[src/rtl/assert_macros.svh]
// ----------------------------------------------------------------------------
// assert_macros.svh
// Clocked assertion helpers shared by the RTL. The enclosing module must
// provide clk and rst_n; checks are disabled while reset is asserted.
// ----------------------------------------------------------------------------
`ifndef ASSERT_MACROS_SVH
`define ASSERT_MACROS_SVH

// Property must hold at every rising clock edge outside reset.
`define ASSERT_CLK(name, prop, msg) \
    name: assert property (@(posedge clk) disable iff (!rst_n) prop) \
        else $error(msg);

// Expression must never be true at a rising clock edge outside reset.
`define ASSERT_NEVER(name, expr, msg) \
    name: assert property (@(posedge clk) disable iff (!rst_n) !(expr)) \
        else $error(msg);

`endif

[src/rtl/acsf_pkg.sv]
// ----------------------------------------------------------------------------
// acsf_pkg
// Shared constants, types and helper functions for the ASCII command to
// SPI frame unit.
// ----------------------------------------------------------------------------
package acsf_pkg;

    // Message buffer geometry
    localparam int MAX_MESSAGE_LENGTH = 20;
    localparam int POS_W              = 5;
    localparam int CHARS_DEPTH        = 8;
    localparam int CHARS_IDX_W        = 3;
    localparam int FRAME_LEN          = 4;
    localparam int FRAME_IDX_W        = 2;
    localparam int COUNT_W            = 3;

    // Framing characters
    localparam logic [7:0] CH_START = 8'h40;   // '@'
    localparam logic [7:0] CH_END   = 8'h2A;   // '*'

    // SPI frame opcodes and register bases
    localparam logic [7:0] OP_WRITE  = 8'h64;
    localparam logic [7:0] OP_READ   = 8'h65;
    localparam logic [7:0] ADDR_FREQ = 8'h10;
    localparam logic [7:0] ADDR_DUTY = 8'h20;

    // Result status codes
    localparam logic [1:0] STATUS_FRAME    = 2'd0;
    localparam logic [1:0] STATUS_UNKNOWN  = 2'd1;
    localparam logic [1:0] STATUS_OVERFLOW = 2'd2;

    typedef logic [7:0]                  char_t;
    typedef char_t [CHARS_DEPTH-1:0]     chars_t;
    typedef char_t [FRAME_LEN-1:0]       frame_t;

    typedef struct packed {
        logic   unknown;
        frame_t frame;
    } decode_t;

    // ASCII hex digit to nibble; anything else reads as zero
    function automatic logic [3:0] hex_val(input char_t c);
        logic [3:0] v;
        v = 4'd0;
        if (c >= 8'h30 && c <= 8'h39)
        begin
            v = 4'(c - 8'h30);
        end
        else if (c >= 8'h61 && c <= 8'h66)
        begin
            v = 4'(c - 8'h57);
        end
        else if (c >= 8'h41 && c <= 8'h46)
        begin
            v = 4'(c - 8'h37);
        end
        return v;
    endfunction

endpackage

[src/rtl/acsf_decode.sv]
// ----------------------------------------------------------------------------
// acsf_decode
// Decodes the first eight message characters into a four-byte SPI frame,
// or flags the command as unknown.
// ----------------------------------------------------------------------------
module acsf_decode
    import acsf_pkg::*;
(
    input  chars_t  chars,
    output decode_t result
);

    localparam char_t CH_P  = 8'h70;  // 'p'
    localparam char_t CH_F  = 8'h66;  // 'f'
    localparam char_t CH_D  = 8'h64;  // 'd'
    localparam char_t CH_W  = 8'h77;  // 'w'
    localparam char_t CH_R  = 8'h72;  // 'r'
    localparam char_t CH_1  = 8'h31;  // '1'
    localparam char_t CH_4  = 8'h34;  // '4'

    logic       is_freq;
    logic       is_write;
    logic       cmd_ok;
    logic [1:0] chan;
    char_t      base;

    // Command syntax check
    assign is_freq  = (chars[1] == CH_F);
    assign is_write = (chars[2] == CH_W);
    assign cmd_ok   = (chars[0] == CH_P)
                   && (is_freq || chars[1] == CH_D)
                   && (is_write || chars[2] == CH_R)
                   && (chars[3] >= CH_1) && (chars[3] <= CH_4);

    // '1'..'4' map to channel 0..3 from the low two bits
    assign chan = chars[3][1:0] - 2'd1;
    assign base = is_freq ? ADDR_FREQ : ADDR_DUTY;

    // Frame assembly
    always_comb
    begin
        result.unknown  = !cmd_ok;
        result.frame[0] = is_write ? OP_WRITE : OP_READ;
        result.frame[1] = {base[7:2], chan};
        result.frame[2] = 8'h00;
        result.frame[3] = 8'h00;
        if (is_write && is_freq)
        begin
            result.frame[2] = {hex_val(chars[4]), hex_val(chars[5])};
            result.frame[3] = {hex_val(chars[6]), hex_val(chars[7])};
        end
        else if (is_write)
        begin
            result.frame[3] = {hex_val(chars[4]), hex_val(chars[5])};
        end
    end

endmodule

[src/rtl/ascii_command_to_spi_frame_unit.sv]
// ----------------------------------------------------------------------------
// ascii_command_to_spi_frame_unit
// Parses an ASCII command byte stream and emits four-byte SPI frames or
// status results.
// ----------------------------------------------------------------------------
// Each received byte is registered, then processed against the message
// buffer. Start and data bytes that produce no result flow at one
// transaction per clock, even while a frame is still being sent. A
// terminator loads a four-byte frame (or a single unknown-command result)
// into the result buffer, and a data byte that fills the buffer loads an
// overflow result; the output port drains the result buffer one byte per
// cycle while out_stall is low, and the next result-producing byte waits
// for it. A result passes the input register, then the result buffer
// registers, before it reaches the output.
`include "assert_macros.svh"
module ascii_command_to_spi_frame_unit
    import acsf_pkg::*;
(
    input  logic       clk,
    input  logic       rst_n,
    input  logic       in_valid,
    output logic       in_stall,
    input  logic [7:0] rx_byte,
    output logic       out_valid,
    input  logic       out_stall,
    output logic [7:0] spi_byte,
    output logic       frame_last,
    output logic [1:0] status
);

    // Input register
    logic             in_valid_reg;
    char_t            rx_byte_reg;

    // Message state
    chars_t           chars_reg, chars_next;
    logic [POS_W-1:0] write_pos_reg, write_pos_next;

    // Result buffer
    frame_t             frame_reg, frame_next;
    logic [COUNT_W-1:0] count_reg, count_next;
    logic [FRAME_IDX_W-1:0] idx_reg, idx_next;
    logic [1:0]         status_reg, status_next;

    logic                   is_start;
    logic                   is_end;
    logic                   in_range;
    logic [CHARS_IDX_W-1:0] widx;
    logic [POS_W:0]         pos_inc;
    logic                   wraps;
    logic                   needs_results;
    logic                   out_accept;
    logic                   buf_free;
    logic                   advance;
    chars_t                 chars_view;
    decode_t                dec;

    // Byte classification
    assign is_start = (rx_byte_reg == CH_START);
    assign is_end   = (rx_byte_reg == CH_END);
    assign in_range = (write_pos_reg < POS_W'(CHARS_DEPTH));
    assign widx     = write_pos_reg[CHARS_IDX_W-1:0];
    assign pos_inc  = {1'b0, write_pos_reg} + (POS_W+1)'(1);
    assign wraps    = !is_start && !is_end && (pos_inc >= (POS_W+1)'(MAX_MESSAGE_LENGTH));
    assign needs_results = is_end || wraps;

    // Handshake
    assign out_valid  = (count_reg != '0);
    assign out_accept = out_valid && !out_stall;
    assign buf_free   = (count_reg == '0) || ((count_reg == COUNT_W'(1)) && out_accept);
    assign advance    = in_valid_reg && (!needs_results || buf_free);
    assign in_stall   = in_valid_reg && !advance;

    // Buffer as seen by the decoder: terminator zero written in place
    always_comb
    begin
        chars_view = chars_reg;
        if (is_end && in_range)
        begin
            chars_view[widx] = 8'h00;
        end
    end

    acsf_decode u_decode (
        .chars  (chars_view),
        .result (dec)
    );

    // Message state update
    always_comb
    begin
        chars_next     = chars_reg;
        write_pos_next = write_pos_reg;
        if (advance)
        begin
            if (is_start)
            begin
                write_pos_next = '0;
            end
            else if (is_end)
            begin
                chars_next = chars_view;
            end
            else
            begin
                if (in_range)
                begin
                    chars_next[widx] = rx_byte_reg;
                end
                write_pos_next = wraps ? '0 : pos_inc[POS_W-1:0];
            end
        end
    end

    // Result buffer load and drain
    always_comb
    begin
        frame_next  = frame_reg;
        count_next  = count_reg;
        idx_next    = idx_reg;
        status_next = status_reg;
        if (advance && needs_results)
        begin
            idx_next = '0;
            if (is_end && !dec.unknown)
            begin
                frame_next  = dec.frame;
                count_next  = COUNT_W'(FRAME_LEN);
                status_next = STATUS_FRAME;
            end
            else
            begin
                frame_next  = '0;
                count_next  = COUNT_W'(1);
                status_next = is_end ? STATUS_UNKNOWN : STATUS_OVERFLOW;
            end
        end
        else if (out_accept)
        begin
            count_next = count_reg - COUNT_W'(1);
            idx_next   = idx_reg + FRAME_IDX_W'(1);
        end
    end

    // Control and state registers
    always_ff @(posedge clk or negedge rst_n)
    begin
        if (!rst_n)
        begin
            in_valid_reg  <= 1'b0;
            chars_reg     <= '0;
            write_pos_reg <= '0;
            count_reg     <= '0;
            idx_reg       <= '0;
        end
        else
        begin
            if (!in_stall)
            begin
                in_valid_reg <= in_valid;
            end
            chars_reg     <= chars_next;
            write_pos_reg <= write_pos_next;
            count_reg     <= count_next;
            idx_reg       <= idx_next;
        end
    end

    // Payload registers
    always_ff @(posedge clk)
    begin
        if (!in_stall && in_valid)
        begin
            rx_byte_reg <= rx_byte;
        end
        frame_reg  <= frame_next;
        status_reg <= status_next;
    end

    // Outputs
    assign spi_byte   = frame_reg[idx_reg];
    assign frame_last = (count_reg == COUNT_W'(1));
    assign status     = status_reg;

    // Checks
    `ASSERT_NEVER(a_count_range, count_reg > COUNT_W'(FRAME_LEN), "result count out of range")
    `ASSERT_NEVER(a_pos_range, write_pos_reg >= POS_W'(MAX_MESSAGE_LENGTH), "write position past max")
    `ASSERT_CLK(a_status_single, out_valid && status != STATUS_FRAME |-> frame_last, "status not last")
    `ASSERT_CLK(a_busy_stall, in_valid_reg && needs_results && count_reg > COUNT_W'(1) |-> in_stall, "result overrun")

endmodule

[config.mk]
export PLATFORM = sky130hd
export DESIGN_NAME = ascii_command_to_spi_frame_unit
export DESIGN_NICKNAME = d
export VERILOG_FILES = /design/src/rtl/acsf_pkg.sv /design/src/rtl/acsf_decode.sv /design/src/rtl/ascii_command_to_spi_frame_unit.sv
export VERILOG_INCLUDE_DIRS = /design/src /design/src/rtl
export SDC_FILE = /design/constraint.sdc
export NUM_CORES = 1
export LEC_CHECK = 0
export BUFFER_PORTS_ARGS = -buffer_cell sky130_fd_sc_hd__buf_2
export CAP_MARGIN = 20
export CORE_MARGIN = 2
export CORE_UTILIZATION = 50
export CTS_CLUSTER_SIZE = 12
export DETAILED_ROUTE_END_ITERATION = 16
export GPL_ROUTABILITY_DRIVEN = 0
export PLACE_DENSITY_LB_ADDON = 0.08
export SLEW_MARGIN = 15
export SYNTH_ARGS = -nofsm -noshare
export SYNTH_HDL_FRONTEND = slang
export SYNTH_SLANG_ARGS = --single-unit
[constraint.sdc]
create_clock -name clk -period 4 [get_ports clk]
set_input_delay 0.8 -clock clk [delete_from_list [all_inputs] [get_ports clk]]
set_output_delay 0.8 -clock clk [all_outputs]
set_load 0.03 [all_outputs]
Yosys cells after proc, flatten, opt, wreduce, memory -nomap -nowiden

Index checks and enable logic that the tools add are counted.

Bitwise gates (word level): 3
Multiplexer cells: 33
$lt $le $gt $ge: 31
Add/subtract/negate cells: 16
Equality and inequality tests: 9
Reduce and logical (&&, ||, !) cells: 46

Operator list:

| kind                                                            | number |
|---|---|
| two-way mux 64 bit                                              | 3 |
| bitwise AND 64 bit                                              | 1 |
| bitwise mux 64 bit                                              | 1 |
| >= comparator 8 x 7 -> 1 bit (second input constant)            | 8 |
| less-or-equal comparator 8 x 7 -> 1 bit (second input constant) | 8 |
| inverter 64 bit                                                 | 1 |
| equality test 8 x 7 -> 1 bit (second input constant)            | 6 |
| two-way mux 4 bit                                               | 12 |
| >= comparator 8 x 6 -> 1 bit (second input constant)            | 5 |
| less-or-equal comparator 8 x 6 -> 1 bit (second input constant) | 5 |
| two-way mux 8 bit                                               | 4 |
| subtractor 4 x 3 -> 4 bit (second input constant)               | 8 |
| logical AND 1 bit                                               | 28 |
| demux 8 bit (select 3 bit)                                      | 1 |
| binary-select mux 8 bit (select 2 bit)                          | 1 |
| subtractor 4 x 1 -> 4 bit (second input constant)               | 4 |
| two-way mux 5 bit                                               | 3 |
| two-way mux 3 bit                                               | 3 |
| equality test 8 x 6 -> 1 bit (second input constant)            | 1 |
| adder 5 x 1 -> 6 bit (second input constant)                    | 1 |
| >= comparator 6 x 5 -> 1 bit (second input constant)            | 1 |
| logical NOT 1 bit                                               | 6 |
| two-way mux 2 bit                                               | 3 |
| two-way mux 6 bit                                               | 1 |
| 17 further kinds                                                | 23 |

Word-level logic and storage cells: 156
Output and inout port bits: 13
Input port bits: 12
Register bits: 117

Depth between registers and ports, before layout

Gate-level depths: netlist (run 1).

Depth in word-level cells: 16
Depth in mapped cells: 15

Modules after synthesis

From an unflattened synthesis (run 1), not the netlist that was laid out.

Cells, all modules: 603
Area, all modules: 6741.5 sq um

By module, submodules not included:

| module                          | area each (sq um) | cells each | sequential area each (sq um) | times used |
|---|---|---|---|---|
| ascii_command_to_spi_frame_unit | 5612.9            | 450        | 3138.0                       | 1 |
| acsf_decode                     | 1128.6            | 153        | 0.0                          | 1 |

Worst setup path after synthesis (run 1)

No wires, ideal clock.

Path kind: register to register
From: register rx_byte_reg[2]
To: register frame_reg[25] in the netlist's numbering, data pin
Setup time: 0.207 ns
Path buffers: 2
Arrival time: 3.337 ns
Setup slack: 0.456 ns
Clock period less this slack: 3.544 ns
Cell stages (with the launch flop): 14
Cell sequence: edfxtp_1 > buf_6 > nor4_4 > and2_1 > buf_6 > inv_4 > or2_2 > nand2_1 > ha_1 > o21bai_1 > a2111oi_0 > a22oi_1 > o21bai_1 > a2111oi_0

Cells in the longest elaborated chain, start to end: 10
Elaborated cells between the ends (all ways): 50
Those cells by class: add/sub: 6; order compare: 14; eq/ne: 6; mux: 9; reduce/logical: 15

RTL lines:

| item                                                   | line                                                      | source |
|---|---|---|
| start: declaration                                     | ascii_command_to_spi_frame_unit.sv:33                     | `char_t rx_byte_reg;` |
| start signal: assignment                               | ascii_command_to_spi_frame_unit.sv:174                    | `rx_byte_reg <= rx_byte;` |
| equality test 8 x 6 -> 1 bit *                         | ascii_command_to_spi_frame_unit.sv:60                     | `assign is_end = (rx_byte_reg == CH_END);` |
| logical AND 1 bit                                      | ascii_command_to_spi_frame_unit.sv:78                     | `if (is_end && in_range)` |
| two-way mux 64 bit                                     | ascii_command_to_spi_frame_unit.sv:78                     |  |
| >= comparator 8 x 7 -> 1 bit (tied with other cells)   | acsf_pkg.sv:53                                            | `else if (c >= 8'h41 && c <= 8'h46)` |
| logical AND 1 bit or logical OR 1 bit (tied branches)  | acsf_pkg.sv:53, acsf_decode.sv:31                         |  |
| two-way mux 4 bit or logical AND 1 bit (tied branches) | acsf_pkg.sv:53, acsf_decode.sv:31                         |  |
| two-way mux 4 bit or logical AND 1 bit (tied branches) | acsf_pkg.sv:49, acsf_decode.sv:32                         |  |
| two-way mux 4 bit or logical AND 1 bit (tied branches) | acsf_pkg.sv:45, acsf_decode.sv:33                         |  |
| two-way mux 8 bit or logical AND 1 bit (tied branches) | acsf_decode.sv:52, acsf_decode.sv:33                      |  |
| two-way mux 8 bit or logical AND 1 bit (tied branches) | acsf_decode.sv:47, ascii_command_to_spi_frame_unit.sv:125 |  |
| end signal: assignment                                 | ascii_command_to_spi_frame_unit.sv:176                    | `frame_reg <= frame_next;` |
| end: declaration                                       | ascii_command_to_spi_frame_unit.sv:40                     | `frame_t frame_reg, frame_next;` |

Every way passes the cells marked *; elsewhere a longest branch is shown, timed or not.
A chain may end at the register's enable or synchronous reset.

Worst setup path in the final report (run 1)

From: register rx_byte_reg[2]
To: register frame_reg[30] in the netlist's numbering, data pin

Same word-level chain as after synthesis.

==> results of run 1 <==
metal layers:
layer	part of all wire (%)	routed length, µm
met1	44	6600
met2	49	7320
met3	4.7	702
met4	2.0	291
met5	0	0
power breakdown:
part,switching [mW],internal (mW)
Sequential,0.352,1.43
Clock,0.394,0.498
Combinational,0.853,0.677
critical path: cells and delay by family, from the launching register on:
kind	cells	cell delay, ns
flip-flops	1	0.43
AND/OR/NAND/NOR	4	0.82
adder cells (fa/ha/maj)	1	0.21
buffers and inverters	3	0.40
AO/OA/AOI/OAI	4	1.45
cells in the mapped netlist, types with 12 or more instances:
cell type  count  area (µm²)
dfrtp_1       75        1880
a22o_1        49         429
inv_1         38         143
nand2_1       37         139
nor2_1        36         135
a21oi_1       32         160
edfxtp_1      32         961
ha_1          23         288
o21ai_0       21         105
o22ai_1       17         106
a22oi_1       16         120
clkbuf_1      14        52.6
or2_2         12        75.1
worst paths after layout:
kind | startpoint | endpoint | cells past startpoint
worst max-delay path | rx_byte_reg[2]$_DFFE_PP_ | frame_reg[30]$_SDFFCE_PN0P_ | 12
worst min-delay path | chars_reg[12]$_DFFE_PN0P_ | chars_reg[12]$_DFFE_PN0P_ | 1
worst max register to register | rx_byte_reg[2]$_DFFE_PP_ | frame_reg[30]$_SDFFCE_PN0P_ | 12
worst min register to register | chars_reg[12]$_DFFE_PN0P_ | chars_reg[12]$_DFFE_PN0P_ | 1
max in group asynchronous | rst_n | chars_reg[9]$_DFFE_PN0P_ | 1
min in group asynchronous | rst_n | count_reg[1]$_DFFE_PN0P_ | 1
cell families (layout without fill, tap and decap cells):
group                    after synthesis  count (layout)  share of synthesized area [%]
buffers and inverters                 65              96                           4.89
flip-flops                           107             107                           47.4
adder cells (fa/ha/maj)               23              23                           4.81
AO/OA/AOI/OAI                        187             187                           22.9
XOR/XNOR                               6               6                          0.878
multiplexers                           9               9                           2.01
AND/OR/NAND/NOR                      172             172                           17.1
cell type report:
class                      instances  area [µm²]  share of cell area, %
inverter                          39         149                   2.27
clock buffer                      13         283                   4.30
sequential                       107        2840                   43.2
timing repair buffer              41         250                   3.81
multi-input combinational        397        2850                   43.4
clock inverter                     3        17.5                  0.267
tap                              143         179                   2.72
metrics by stage:
step | setup slack, ns | utilization, %
6_report | 0.418 | 56.8
3_3_place_gp | 0.560 | 54.2
5_1_grt | 0.0695 | 56.8
2_1_floorplan | 0.456 | -
3_5_place_dp | 0.462 | 54.2
4_1_cts | 0.445 | 56.8
==> flow_summary_export.csv, run 1 <==
group,metric,value,unit
final_layout,antennaDiodeCount,0,
global_routing,grt_max_degree,76,
sta,worst_pin_slew,0.986,ns
route,drc,0,
worst_setup_path,critical_path_peak_fanout,13,
worst_hold_path,hold_class,"reg2reg",
pwr,report.power.total,4.21,mW
global_routing,use_met1,32.7,%
die,initial_core_util,51.7,%
global_routing,grt_pass1_wl,24.2,mm
die,core,11600,µm²
worst_setup_path,critPathCaptureType,"flop",
sta,timing.slew.headroom,34.3,%
yosys,syn-cell-area,5980,µm²
global_routing,grt.total_usage,24.4,%
yosys,synth_cells,569,
die,die_x,113,µm
global_routing,met2_usage,40.8,%
global_routing,grt.overflow.total,0,
route,ant_nets,0,
route,drt-initial-drc-count,373,
cts,cts_buffer_depth,2,
cts,post-cts-setup-buffers,0,
global_routing,grt_pass1_vias,4546,
yosys,ys_warn_count,0,
worst_setup_path,max_stage_delay,0.68,ns
worst_setup_path,cp_data_required_time,4.09,ns
cts,ctsHtreeMaxLevel,3,
pwr,vdd_drop_max,361,µV
die,ioPinCount,25,
final_layout,final_net_count,630,
cts,hold_buffers,0,
route,routed_wl,14.9,mm
final_layout,final_layout_size_suffix_gt1_share,15.5,%
worst_setup_path,crit_chain,"nor4_4 -> and2_1 -> inv_4 -> buf_4 -> o21ai_0 -> inv_1 -> ha_1 -> o311ai_0 -> nor3_1 -> o311ai_0 -> or2_2 -> a21oi_1",
yosys,synth_edf_count,32,
global_routing,met3_usage,4.57,%
cts,clk_latency,0.35,ns
worst_setup_path,startpoint_type,"flop",
worst_setup_path,crit_top_cell,"o311ai_0",
cts,tritoncts,"yes",
final_layout,areaGrowthSynthToFinish,9.83,%
route,vias,4591,
job,max-cap-violations,0,
sta,max_freq,0.279,GHz
placed_design,io_buffers,24,
die,die_h,113,µm
sta,slew_viol_final,0,
route,first_pass_iters,8,
yosys,ys_seq_area_share,47.4,%
route,via_per_inst,6.18,
pwr,p_leak,2.80,nW
final_layout,final_common_cell,"dfrtp_1",
placed_design,dp_cells,727,
sta,tns,0,ns
placed_design,dpl_cell_area,6270,µm²
die,rows,39,
sta,whs,0.499,ns
cts,clock-root-buffer,"clkbuf_16",
final_layout,largest_reg_flops,64,
sta,fin_skew,0.00866,ns
worst_setup_path,critPathArrivalTime,3.67,ns
final_layout,final_cell_mix,"dfrtp_1, a22o_1, inv_1, nand2_1, nor2_1",
route,wire_per_inst,20.1,µm
sta,setup_violations,0,
yosys,ys_types,79,
cts,clk_pin_slew,0.07,ns
sta,rsz0062_at_grt,"no",
worst_setup_path,slowest_stage,"o311ai_0",
global_routing,busiest_layer,"met2",
cts,cts_inserted_buffers,9,
final_layout,instances_no_fill,743,
die,die-area,12900,µm²
worst_setup_path,r2r_setup_slack,0.42,ns
sta,hold_viol,0,
final_layout,finalInstanceArea,6570,µm²
sta,finalCriticalPeriod,3.58,ns
yosys,syn-num-nets,604,
yosys,ys_async_sr_fraction,70.1,%
final_layout,fillers,1025,
pwr,cellPowerDensity,640,nW/µm²
cts,cts_resized,0,
status,status,"finished clean",
placed_design,dpl.hpwl,10.3,mm
global_routing,antenna_found_initial,0,
worst_setup_path,crit_type,"reg2reg",
yosys,avgSynthCellArea,10.5,µm²
yosys,ys.flop_type,"dfrtp_1",
cts,clock-sinks,107,
yosys,ys_ff_latch,107,
sta,layout_worst_path_cycle_share,89.6,%
(Power assumes the default switching activity.)
==> run 2: changes to the inputs <==
--- a/config.mk
+++ b/config.mk
@@ -8,7 +8,6 @@
 export LEC_CHECK = 0
 export BUFFER_PORTS_ARGS = -buffer_cell sky130_fd_sc_hd__buf_2
 export CAP_MARGIN = 20
-export CORE_MARGIN = 2
 export CORE_UTILIZATION = 50
 export CTS_CLUSTER_SIZE = 12
 export DETAILED_ROUTE_END_ITERATION = 16
==> flow_summary_export.csv, run 2 (synthesized netlist as in run 1, its figures left out) <==
group,metric,value,unit
global_routing,use_met1,32.6,%
cts,cts_buffer_depth,2,
route,wire_per_inst,19.7,µm
worst_setup_path,crit_type,"reg2reg",
global_routing,grt_pass1_vias,4606,
sta,layout_worst_path_cycle_share,90.1,%
pwr,vdd_drop_max,338,µV
die,initial_core_util,51.9,%
worst_setup_path,critical_path_peak_fanout,16,
route,via_per_inst,6.30,
cts,clk_pin_slew,0.08,ns
placed_design,dpl.hpwl,10.1,mm
global_routing,grt.total_usage,25.3,%
pwr,cellPowerDensity,637,nW/µm²
worst_setup_path,slowest_stage,"dfrtp_1",
route,drt-initial-drc-count,369,
route,ant_nets,0,
route,first_pass_iters,11,
worst_setup_path,cp_num_buf_inv,0,
sta,max_freq,0.278,GHz
route,drc,4,
final_layout,largest_reg_flops,64,
worst_setup_path,crit_family,"simple AND/OR/NAND/NOR gates",
job,max-cap-violations,0,
global_routing,antenna_found_initial,0,
sta,rsz0062_at_grt,"no",
global_routing,busiest_layer,"met2",
sta,tns,0,ns
die,ioPinCount,25,
sta,fin_skew,0.00955,ns
pwr,p_leak,2.78,nW
sta,slew_viol_final,0,
worst_setup_path,startpoint_type,"flop",
cts,cts_inserted_buffers,9,
worst_setup_path,critPathArrivalTime,3.75,ns
cts,tritoncts,"yes",
placed_design,io_buffers,24,
global_routing,grt_pass1_wl,24.1,mm
worst_hold_path,hold_class,"reg2reg",
status,violations,"DRC",
sta,setup_violations,0,
worst_setup_path,rr_worst_depth,9,
cts,ctsHtreeMaxLevel,3,
worst_setup_path,crit_chain,"nand3b_1 -> or2_2 -> o21ai_0 -> ha_1 -> o2111a_1 -> nand4_1 -> a211o_1 -> nand4b_2 -> a2111oi_0",
route,vias,4675,
cts,hold_buffers,0,
worst_hold_path,min_to,"chars_reg[14]$_DFFE_PN0P_",
sta,worst_pin_slew,0.964,ns
worst_setup_path,critPathCaptureType,"flop",
sta,finalCriticalPeriod,3.60,ns
cts,cts_resized,0,
worst_setup_path,cp_data_required_time,4.15,ns
route,routed_wl,14.6,mm
die,core,11500,µm²
final_layout,fillers,995,
die,die_h,111,µm
worst_setup_path,timing.rr.end,"frame_reg[25]$_SDFFCE_PN0P_",
global_routing,grt_max_degree,76,
cts,post-cts-setup-buffers,0,
global_routing,met3_usage,4.95,%
worst_hold_path,min_from,"chars_reg[14]$_DFFE_PN0P_",
final_layout,antennaDiodeCount,0,
worst_hold_path,holdPathStages,1,
global_routing,met2_usage,41.5,%
placed_design,dpl_cell_area,6260,µm²
die,die_x,111,µm
final_layout,finalInstanceArea,6550,µm²
final_layout,final_layout_size_suffix_gt1_share,15.9,%
cts,clock-root-buffer,"clkbuf_16",
cts,clock-sinks,107,
global_routing,grt.overflow.total,0,
sta,timing.slew.headroom,35.7,%
final_layout,final_net_count,629,
status,status,"complete, but fails checks",
sta,hold_viol,0,
cts,clk_latency,0.36,ns
worst_setup_path,max_stage_delay,0.52,ns
worst_setup_path,reg2reg_from,"write_pos_reg[2]$_DFFE_PN0P_",
die,die-area,12400,µm²
final_layout,areaGrowthSynthToFinish,9.47,%
die,rows,39,
final_layout,final_common_cell,"dfrtp_1",
final_layout,final_cell_mix,"dfrtp_1, a22o_1, inv_1, nand2_1, nor2_1",
worst_setup_path,r2r_setup_slack,0.40,ns
==> run 2: worst max-delay path by stage <==
stage / slack [ns] / end / from / cells after the start
CTS: 0.41 / frame_reg[25]$_SDFFCE_PN0P_ / write_pos_reg[2]$_DFFE_PN0P_ / 9
finish: 0.40 / frame_reg[25]$_SDFFCE_PN0P_ / write_pos_reg[2]$_DFFE_PN0P_ / 9
detailed placement: 0.47 / frame_reg[25]$_SDFFCE_PN0P_ / write_pos_reg[2]$_DFFE_PN0P_ / 9
global placement: 0.56 / frame_reg[29]$_SDFFCE_PN0P_ / rx_byte_reg[2]$_DFFE_PP_ / 11
global route: 0.05 / frame_reg[29]$_SDFFCE_PN0P_ / rx_byte_reg[2]$_DFFE_PP_ / 11
floorplan: 0.46 / frame_reg[25]$_SDFFCE_PN0P_ / rx_byte_reg[2]$_DFFE_PP_ / 13
==> run 2: area by class of cell <==
type                    instances  area, µm²  share of cell area (%)
multi-input cells             397       2850                    43.6
flip-flops and latches        107       2840                    43.3
repair buffers                 40        243                    3.71
clock buffers                   9        225                    3.44
well taps                     143        179                    2.73
inverters                      39        149                    2.27
clock inverters                 7       61.3                   0.936
==> run 2: through the flow <==
stage,hold WS (ns),power [mW],std cells,utilization [%],setup WS [ns]
after global placement,0.474,3.25,726,54.4,0.555
after global routing,0.506,4.46,742,56.9,0.0547
final,0.496,4.17,742,56.9,0.397
after CTS,0.497,4.18,742,56.9,0.409
after detailed placement,0.474,3.30,726,54.4,0.466
after floorplan,0.456,2.91,569,-,0.456
==> run 2: worst register-to-register path: cells and delay by family (launching register included) <==
family / cells / cell delay (ns)
AND/OR/NAND/NOR: 4 / 1.33
flip-flops: 1 / 0.52
adder cells (fa/ha/maj): 1 / 0.24
AO/OA/AOI/OAI: 4 / 1.30
==> run 2: per-layer routing <==
layer | part of all wire (%) | vias to the layer above
met5 | 0 | -
met4 | 3.1 | 0
met3 | 5.8 | 32
met2 | 48 | 168
met1 | 43 | 2281
li1 | - | 2194
==> run 2: power by group <==
group	total [mW]	internal [mW]	switching [mW]
registers	1.78	1.43	0.347
clock network	0.871	0.434	0.437
logic	1.52	0.673	0.846
==> run 3: changes to the inputs <==
--- a/config.mk
+++ b/config.mk
@@ -6,7 +6,8 @@
 export SDC_FILE = /design/constraint.sdc
 export NUM_CORES = 1
 export LEC_CHECK = 0
-export BUFFER_PORTS_ARGS = -buffer_cell sky130_fd_sc_hd__buf_2
+export ABC_AREA = 1
+export BUFFER_PORTS_ARGS = -buffer_cell sky130_fd_sc_hd__buf_4
 export CAP_MARGIN = 20
 export CORE_UTILIZATION = 50
 export CTS_CLUSTER_SIZE = 12
==> constraint.sdc (replaced) <==
create_clock -name clk -period 4.05 [get_ports clk]
set_input_delay 0.81 -clock clk [delete_from_list [all_inputs] [get_ports clk]]
set_output_delay 0.81 -clock clk [all_outputs]
set_load 0.03 [all_outputs]
==> flow_summary_export.csv, run 3 <==
group,metric,value,unit
status,status,"finished clean",
die,initial_core_util,52.2,%
final_layout,final_layout_size_suffix_gt1_share,18.2,%
yosys,synthTopCellsByArea,"dfrtp_1, edfxtp_1, nand2_1",
route,ant_nets,0,
final_layout,antennaDiodeCount,0,
cts,clk_pin_slew,0.07,ns
worst_setup_path,crit_chain,"inv_1 -> nand2_1 -> nor2_4 -> nand4_1 -> nand2_1 -> ha_1 -> o21ai_0 -> nand3_1 -> inv_1 -> nor2_1 -> nor2_1 -> nor2_1 -> nand3_1 -> a21oi_2",
yosys,ys_ff_latch,107,
worst_setup_path,slowest_stage,"inv_1",
cts,post-cts-setup-buffers,0,
yosys,yosysMostFrequentCell,"nand2_1",
sta,tns,0,ns
pwr,cellPowerDensity,578,nW/µm²
worst_setup_path,timing.rr.end,"frame_reg[28]$_SDFFCE_PN0P_",
final_layout,areaGrowthSynthToFinish,6.95,%
die,rows,42,
pwr,report.power.total,4.34,mW
die,ioPinCount,25,
sta,hold_viol,0,
cts,clk_latency,0.36,ns
route,drt-initial-drc-count,437,
worst_setup_path,max_stage_delay,0.41,ns
worst_hold_path,hold_class,"in2async",
yosys,ys_warn_count,0,
final_layout,post-route-util,55.9,%
pwr,p_leak,3.18,nW
sta,timing.slew.headroom,36.1,%
yosys,ys_types,46,
yosys,synth_edf_count,32,
cts,cts_buffer_depth,2,
global_routing,grt_pass1_vias,5724,
sta,worst_pin_slew,0.957,ns
worst_setup_path,rr_worst_depth,14,
cts,ctsHtreeMaxLevel,3,
yosys,syn-cell-area,7030,µm²
placed_design,dpl.hpwl,11.9,mm
sta,finalCriticalPeriod,3.44,ns
final_layout,final_net_count,909,
cts,tritoncts,"yes",
sta,max_freq,0.291,GHz
cts,cts_resized,0,
final_layout,final_cell_mix,"nand2_1, inv_1, nor2_1, dfrtp_1, nand3_1",
global_routing,grt_max_degree,76,
yosys,synth_commonest_cells,"nand2_1, inv_1, nor2_1",
route,routed_wl,17.2,mm
sta,rsz0062_at_grt,"no",
route,first_pass_iters,5,
final_layout,largest_reg_flops,64,
yosys,ys_seq_area_share,40.4,%
worst_setup_path,crit_type,"reg2reg",
sta,slew_viol_final,0,
route,via_per_inst,5.57,
cts,hold_buffers,0,
cts,clock-sinks,107,
sta,fin_skew,0.00991,ns
yosys,ys_async_sr_fraction,70.1,%
yosys,avgSynthCellArea,8.12,µm²
route,wire_per_inst,16.3,µm
yosys,synth_cells,865,
global_routing,antenna_found_initial,0,
die,die_x,121,µm
cts,clock-root-buffer,"clkbuf_16",
final_layout,final_common_cell,"nand2_1",
sta,layout_worst_path_cycle_share,84.9,%
yosys,netlist.area_leader.share,26.7,%
worst_setup_path,cp_data_required_time,4.25,ns
worst_setup_path,r2r_setup_slack,0.61,ns
yosys,syn-num-nets,900,
job,max-cap-violations,0,
die,core,13500,µm²
die,die_h,121,µm
yosys,synth_top_area_cell,"dfrtp_1",
global_routing,grt_pass1_wl,29.0,mm
sta,setup_violations,0,
worst_setup_path,reg2reg_from,"rx_byte_reg[2]$_DFFE_PP_",
global_routing,grt.total_usage,25.8,%
cts,cts_inserted_buffers,9,
route,vias,5879,
die,die-area,14500,µm²
pwr,vdd_drop_max,225,µV
worst_setup_path,critical_path_peak_fanout,11,
worst_setup_path,startpoint_type,"flop",
yosys,ys.flop_type,"dfrtp_1",
worst_setup_path,critPathArrivalTime,3.64,ns
route,drc,0,
placed_design,io_buffers,24,
worst_setup_path,critPathCaptureType,"flop",
worst_setup_path,crit_top_cell,"nor2_1",
global_routing,grt.overflow.total,0,
[run 3: changes by cell type in the layout (fill, tap and decap cells not counted), sizes merged, moves of 7 or more]
cell | before | now
nand3 | 8 | 80
inv | 42 | 116
nand4 | 9 | 16
a21oi | 32 | 16
or2 | 13 | 1
buf | 40 | 29
nor2b | 10 | 0
nand2 | 37 | 210
nor2 | 36 | 89
o21ai | 22 | 125
a22oi | 16 | 0
a22o | 49 | 0
[run 3: cell families after synthesis]
family	share of synthesized area, %
AOI/OAI and AO/OA	17.1
xor gates and xnor gates	0.249
adders and majority gates	4.10
buffers and inverters	9.81
DFF	40.4
and+or+nand+nor	28.4
[run 3: how the worst max path moves through the flow]
| stage | from | endpoint | slack, ns | cells past startpoint |
|---|---|---|---|---|
| 6_report | rx_byte_reg[2]$_DFFE_PP_ | frame_reg[28]$_SDFFCE_PN0P_ | 0.61 | 14 |
| 5_1_grt | rx_byte_reg[2]$_DFFE_PP_ | frame_reg[28]$_SDFFCE_PN0P_ | 0.29 | 14 |
| 4_1_cts | rx_byte_reg[2]$_DFFE_PP_ | frame_reg[28]$_SDFFCE_PN0P_ | 0.66 | 14 |
| 3_5_place_dp | rx_byte_reg[2]$_DFFE_PP_ | frame_reg[28]$_SDFFCE_PN0P_ | 0.71 | 14 |
| 3_3_place_gp | rx_byte_reg[2]$_DFFE_PP_ | frame_reg[28]$_SDFFCE_PN0P_ | 0.78 | 14 |
| 2_1_floorplan | write_pos_reg[0]$_DFFE_PN0P_ | in_stall | 1.53 | 9 |
[run 3: final cells by class]
type                    count  area [µm²]
clock buffers              12         236
clock inverters             4        17.5
fillers                  1246        5940
inverters                 119         460
multi-input cells         608        3500
flip-flops and latches    107        2840
well taps                 176         220
repair buffers             29         238
[run 3: per-layer routing]
metal / GRT usage, % / up-vias / wire (µm)
met4: 9.26 / 0 / 353
li1: - / 2879 / -
met5: 0 / - / 0
met3: 2.55 / 24 / 705
met1: 34.6 / 2816 / 7910
met2: 43.3 / 160 / 8200
[run 3: worst max-delay path, delay by kind of cell (launching register included)]
family,cells,cell delay (ns)
simple gates,9,1.94
buf+inv,2,0.47
flops,1,0.39
compound gates,2,0.23
fa+ha+maj,1,0.22
[run 3: where the power goes]
group	internal (mW)	total (mW)	switching [mW]
registers	1.39	1.70	0.312
logic	0.610	1.84	1.23
clock network	0.412	0.803	0.391
total	2.41	4.34	1.93
[run 3: stage by stage]
| stage | instances | area, µm² | hold WS [ns] | setup WS (ns) |
|---|---|---|---|---|
| 2_1_floorplan | 865 | 7030 | 0.455 | 1.53 |
| 3_3_place_gp | 1038 | 7230 | 0.466 | 0.775 |
| 3_5_place_dp | 1038 | 7230 | 0.468 | 0.706 |
| 4_1_cts | 1054 | 7490 | 0.485 | 0.660 |
| 5_1_grt | 1055 | 7510 | 0.435 | 0.294 |
| 6_report | 1055 | 7510 | 0.403 | 0.612 |
